<file path="src/hdl/cfd_pkg.sv">
// ----------------------------------------------------------------------------
// cfd_pkg: shared types and constants for the complex FIR decimator
// Field widths, register reset values, register indexes and the
// command and status groups between controller and datapath.
// ----------------------------------------------------------------------------
`timescale 1ns / 1ps

package cfd_pkg;

  // Default depth of the delay line and of the coefficient store
  localparam int MAX_TAPS_DEF = 64;

  // Item field widths
  localparam int DATA_W    = 16;
  localparam int TAP_IDX_W = 6;
  localparam int CFG_W     = 7;
  localparam int CFG_IDX_W = 1;

  // Input tdata: 70 bits of fields padded to 72
  localparam int S_TDATA_W = 72;
  localparam int M_TDATA_W = 2 * DATA_W;

  // Arithmetic right shift applied to the accumulator
  localparam int ACC_SHIFT = 16;

  // Configuration register indexes
  localparam logic [CFG_IDX_W-1:0] CFG_TAP_COUNT  = 1'b0;
  localparam logic [CFG_IDX_W-1:0] CFG_DECIMATION = 1'b1;

  // Configuration reset values
  localparam logic [CFG_W-1:0] TAP_COUNT_RST  = 7'd64;
  localparam logic [CFG_W-1:0] DECIMATION_RST = 7'd2;

  // Item kinds carried on tuser
  localparam logic CMD_SAMPLE    = 1'b0;
  localparam logic CMD_TAP_WRITE = 1'b1;

  // Commands from controller to datapath
  typedef struct packed {
    logic wr_sample;  // push the input sample into the delay line
    logic wr_tap;     // store the input coefficient
    logic start;      // clear accumulators, load read pointers
    logic step;       // issue one tap read and advance pointers
    logic load_out;   // move the scaled result into the output register
  } cfd_cmd_t;

  // Status from datapath to controller
  typedef struct packed {
    logic busy;       // MAC pipeline still holds work
    logic out_full;   // output register holds an unsent item
  } cfd_status_t;

endpackage

</file>
<file path="src/hdl/cfd_ctrl.sv">
// ----------------------------------------------------------------------------
// cfd_ctrl: controller of the complex FIR decimator
// Holds the configuration registers and the group phase, sequences the
// per-output multiply-accumulate pass and hands the result to the output.
// ----------------------------------------------------------------------------
`timescale 1ns / 1ps

module cfd_ctrl #(
  parameter int MAX_TAPS = cfd_pkg::MAX_TAPS_DEF,
  parameter int CNT_W    = 7
) (
  input  logic                        clk_i,
  input  logic                        rst_ni,
  // configuration
  input  logic                        cfg_we_i,
  input  logic [cfd_pkg::CFG_IDX_W-1:0] cfg_idx_i,
  input  logic [cfd_pkg::CFG_W-1:0]   cfg_data_i,
  // input handshake
  input  logic                        in_valid_i,
  input  logic                        in_kind_i,
  output logic                        in_ready_o,
  // datapath
  output cfd_pkg::cfd_cmd_t           cmd_o,
  input  cfd_pkg::cfd_status_t        status_i,
  input  logic                        out_ready_i,
  output logic [CNT_W-1:0]            taps_o
);

  localparam logic [2:0] S_IDLE   = 3'd0;
  localparam logic [2:0] S_START  = 3'd1;
  localparam logic [2:0] S_RUN    = 3'd2;
  localparam logic [2:0] S_DRAIN  = 3'd3;
  localparam logic [2:0] S_FINISH = 3'd4;

  localparam logic [CNT_W-1:0] MaxTapsC = CNT_W'(MAX_TAPS);
  localparam logic [CNT_W-1:0] MinTapsC = CNT_W'(8);
  localparam logic [CNT_W-1:0] OneC     = CNT_W'(1);

  logic [2:0]               state_q, state_d;
  logic [cfd_pkg::CFG_W-1:0] tap_count_q, decimation_q;
  logic [5:0]               phase_q, phase_d;
  logic [CNT_W-1:0]         cnt_q, cnt_d;
  logic [CNT_W-1:0]         taps, dec, rounded, dec_raw;
  logic [6:0]               phase_inc;
  logic                     accept;

  // Configuration registers
  always_ff @(posedge clk_i or negedge rst_ni) begin
    if (!rst_ni) begin
      tap_count_q  <= cfd_pkg::TAP_COUNT_RST;
      decimation_q <= cfd_pkg::DECIMATION_RST;
    end else if (cfg_we_i) begin
      case (cfg_idx_i)
        cfd_pkg::CFG_TAP_COUNT:  tap_count_q  <= cfg_data_i;
        cfd_pkg::CFG_DECIMATION: decimation_q <= cfg_data_i;
        default: ;
      endcase
    end
  end

  // Effective tap count: multiple of eight, clamped to 8..MAX_TAPS
  always_comb begin
    rounded = CNT_W'({tap_count_q[6:3], 3'b000});
    taps    = rounded;
    if (rounded < MinTapsC) taps = MinTapsC;
    if (rounded > MaxTapsC) taps = MaxTapsC;
  end

  // Effective decimation: clamped to 1..taps
  always_comb begin
    dec_raw = CNT_W'(decimation_q);
    dec     = dec_raw;
    if (dec_raw == '0) dec = OneC;
    if (dec_raw > taps) dec = taps;
  end

  assign taps_o     = taps;
  assign in_ready_o = (state_q == S_IDLE);
  assign accept     = in_valid_i && in_ready_o;
  assign phase_inc  = {1'b0, phase_q} + 7'd1;

  // Sequencer
  always_comb begin
    state_d = state_q;
    phase_d = phase_q;
    cnt_d   = cnt_q;
    cmd_o   = '0;
    case (state_q)
      S_IDLE: begin
        if (accept) begin
          if (in_kind_i == cfd_pkg::CMD_TAP_WRITE) begin
            cmd_o.wr_tap = 1'b1;
          end else begin
            cmd_o.wr_sample = 1'b1;
            if (CNT_W'(phase_inc) < dec) begin
              phase_d = phase_inc[5:0];
            end else begin
              phase_d = '0;
              state_d = S_START;
            end
          end
        end
      end
      S_START: begin
        cmd_o.start = 1'b1;
        cnt_d       = taps;
        state_d     = S_RUN;
      end
      S_RUN: begin
        cmd_o.step = 1'b1;
        cnt_d      = cnt_q - OneC;
        if (cnt_q == OneC) state_d = S_DRAIN;
      end
      S_DRAIN: begin
        if (!status_i.busy) state_d = S_FINISH;
      end
      S_FINISH: begin
        if (!status_i.out_full || out_ready_i) begin
          cmd_o.load_out = 1'b1;
          state_d        = S_IDLE;
        end
      end
      default: state_d = S_IDLE;
    endcase
  end

  always_ff @(posedge clk_i or negedge rst_ni) begin
    if (!rst_ni) begin
      state_q <= S_IDLE;
      phase_q <= '0;
      cnt_q   <= '0;
    end else begin
      state_q <= state_d;
      phase_q <= phase_d;
      cnt_q   <= cnt_d;
    end
  end

endmodule

</file>
<file path="config.mk">
export PLATFORM = sky130hd
export DESIGN_NAME = cfd_ctrl
export DESIGN_NICKNAME = d
export VERILOG_FILES = /design/src/hdl/cfd_pkg.sv /design/src/hdl/cfd_ctrl.sv
export SDC_FILE = /design/constraint.sdc
export NUM_CORES = 1
export LEC_CHECK = 0
export BUFFER_PORTS_ARGS = -buffer_cell sky130_fd_sc_hd__buf_4
export CAP_MARGIN = 0
export CORE_MARGIN = 3
export CORE_UTILIZATION = 57
export CTS_CLUSTER_DIAMETER = 80
export DETAILED_ROUTE_END_ITERATION = 16
export GPL_TIMING_DRIVEN = 0
export HOLD_SLACK_MARGIN = 0.15
export PLACE_DENSITY = 0.81
export SYNTH_ARGS = -nofsm -noshare
export SYNTH_HDL_FRONTEND = slang
export SYNTH_SLANG_ARGS = --single-unit
</file>
<file path="constraint.sdc">
create_clock -name clk_i -period 4.9 [get_ports clk_i]
set_input_delay 0 -clock clk_i [delete_from_list [all_inputs] [get_ports clk_i]]
set_output_delay 0 -clock clk_i [all_outputs]
set_load 0.01 [all_outputs]
</file>
==> flow_summary_export.csv <==
group,metric,value,unit
sta,fmax,0.2633,GHz
route,ant_nets,0,
floorplan,start_util,61.75,%
placed_design,globalplace.congestion,0.8442,
synthesis,yosys.area_share.xor_xnor,2.486,%
global_route,grt_use_met3,1.887,%
global_route,grt_use_met2,41.11,%
sta,setup-violations-final,0,
synthesis,ys_async_sr_fraction,100.0,%
critical_path,cp_slowest_cell,"dlygate4sd3_1",
sta,finalWorstSetupSlack,1102,ps
synthesis,synth_edf_count,0,
cts,postCtsHoldBufs,18,
synthesis,avgSynthCellArea,9.733,sq um
floorplan,die_y,61.60,microns
route,via_per_inst,5.586,
cts,numClockSinks,27,
synthesis,synth_cells,181,
global_route,grt_pass1_wl,6.120,mm
cts,cts_max_level,1,
critical_path,rr_worst_depth,14,
critical_path,worstSetupEndpointType,"flop",
synthesis,synth_top_family_by_area,"simple AND/OR/NAND/NOR gates",
sta,drv_slew,0,
run_status,status,"finished clean",
placed_design,port_buffers,25,
synthesis,synth_cell_types,46,
sta,slew_headroom,61.38,%
synthesis,synthMuxAreaShare,8.097,%
synthesis,synth_area,1762,sq um
floorplan,rows,19,
route,drc,0,
cts,cts_tree,"done",
synthesis,synthAdderAreaFrac,9.233,%
global_route,busiest_layer,"met2",
sta,min_period_over_period,77.52,%
floorplan,fp.coreArea,2853,sq um
final_layout,final_cells,261,
final_layout,diodes,0,
final_layout,area_growth,25.78,%
cts,post-cts-setup-buffer-count,0,
critical_path,cp-startpoint,"tap_count_q[6]",
synthesis,ys.flop_type,"dfrtp_1",
critical_path,cp_max_fo,8,
placed_design,hpwl,2.836,mm
synthesis,yosysWarnings,0,
floorplan,ios,29,
critical_path,cp_cell_sequence,"nor2b_1 -> inv_1 -> ha_1 -> nand2_1 -> o21bai_2 -> a21oi_4 -> mux2i_1 -> ha_1 -> a211o_1 -> nand2_1 -> nand2_1 -> o31ai_4 -> o22ai_1 -> dlygate4sd3_1",
power_and_ir_drop,vdd_ir_drop_max,0.2382,mV
route,drtIter0Drc,75,
global_route,grt_use_total,21.98,%
cts,root_buffer,"clkbuf_4",
sta,fin_skew,11.28,ps
sta,worstMarginPinSlew,576.7,ps
critical_path,cp_slowest_stage_delay,570,ps
sta,rsz0062_at_grt,"no",
placed_design,preCtsSetupSlack,1666,ps
placed_design,postPlaceCellArea,1996,sq um
sta,setup-tns-final,0,ps
route,first_pass_iters,4,
sta,finalHoldViolCount,0,
critical_path,cp.required,5150,ps
route,routedWlPerCell,14.84,microns
global_route,use_met1,25.49,%
final_layout,final_cell_mix,"buf_4, dfrtp_1, nand2_1",
final_layout,fin_area,2216,sq um
final_layout,final_nets,260,
cts,clk_path_buf_depth,2,
floorplan,fp.dieArea,3794,sq um
final_layout,fillers,197,
final_layout,regArea,678.2,sq um
power_and_ir_drop,p_leak,1.020,nW
synthesis,yosysSeqAreaShare,38.49,%
power_and_ir_drop,cellPowerDensity,440.3,nW/um^2
global_route,grt_antenna_before_repair,0,
cts,cts_buffers,3,
cts,clk_pin_slew,160,ps
route,wl,3.874,mm
final_layout,drive_gt1_share,24.35,%
placed_design,dpl.cell_count,239,
global_route,grt-ovfl-total,0,
critical_path,rr_startpoint,"tap_count_q[6]",
run,max_cap_viol_count,0,
floorplan,die_width,61.60,microns
synthesis,synth_compound_gate_area_share,13.21,%
route,vias,1458,
cts,clk_latency,340,ps
global_route,grt_pass1_vias,1427,
critical_path,cp_data_arrival_time,4040,ps
final_layout,multi_input_area,999.7,sq um
final_layout,final_common_cell,"buf_4",
synthesis,synth-seq-cells,27,
critical_path,worstSetupPathType,"reg -> reg",
cts,ctsResizeCount,0,
sta,finalCriticalPeriod,3798,ps
critical_path,crit_path_start_kind,"flop",
critical_path,path_common_cell,"nand2_1",
min_path,holdCritPathClass,"in -> async",
synthesis,synth-simple-area-share,23.08,%
global_route,grt_max_degree,26,
## area by class of cell
class,count,area share (%)
Multi-Input combinational cell,140,45.12
Sequential cell,27,30.60
Timing Repair Buffer,43,17.05
Buffer,6,2.202
Inverter,10,1.920
Tap cell,31,1.750
Clock buffer,3,1.016
Clock inverter,1,0.3388
## power breakdown
group	internal [W]	total (W)	switching [W]
Combinational	0.000235	0.000511	0.000276
Clock	0.0000313	0.000104	0.0000724
Sequential	0.000287	0.000361	0.0000746
## stage by stage
step	utilization, %	hold WS [ps]	power, W
2_1_floorplan	-	-295.6	0.0007184
3_3_place_gp	69.96	-72.98	0.0008156
3_5_place_dp	69.96	-67.78	0.0008560
4_1_cts	77.68	165.6	0.0009733
5_1_grt	77.68	170.7	0.001042
6_report	77.68	160.7	0.0009757
## critical path, delay by kind of cell, from the launching register on
kind,cells,cell delay (ps)
AOI/OAI and AO/OA,5,1290
adders and majority gates,2,550
buffers and inverters,2,680
DFF,1,430
muxes,1,250
and+or+nand+nor,4,490
## state kept, by name, summed over array words and instances (netlist names)
register,flops
state_q,3
dec_raw,7
phase_q,6
tap_count_q,4
cnt_q,7
## logic make-up (layout without fill, tap and decap cells)
family | after synthesis | count (layout)
muxes | 13 | 13
buffers and inverters | 16 | 63
adders and majority gates | 13 | 13
other | 1 | 3
xor gates and xnor gates | 5 | 5
and+or+nand+nor | 74 | 74
AOI/OAI and AO/OA | 32 | 32
DFF | 27 | 27
## final timing paths
path / endpoint / slack [ps]
setup / recovery: state_q[0] / 1100
hold / removal: cnt_q[1] / 160
setup reg to reg: state_q[0] / 1100
hold reg to reg: tap_count_q[3] / 530
max in group asynchronous: dec_raw[3] / 4580
min in group clk_i: phase_q[3] / 160
## cell usage after synthesis (3+ instances only)
library cell,n,area share (%)
inv_1,7,1.5
o21ai_1,8,2.3
nand3_1,7,2.0
nor3_1,4,1.1
a21oi_1,8,2.3
buf_4,3,1.3
mux2i_1,3,1.7
nand2b_1,5,1.8
nor2_1,14,3.0
dfrtp_1,25,36
mux2_2,5,3.2
ha_1,13,9.2
mux2_1,5,3.2
xor2_1,3,1.5
nor2b_1,5,1.8
nand2_1,24,5.1
## routing by layer
layer	wire, microns	vias to the layer above
li1	-	725
met1	1657	692
met2	2040	35
met3	124	6
met4	51	0
met5	0	-
(Power assumes the default switching activity.)
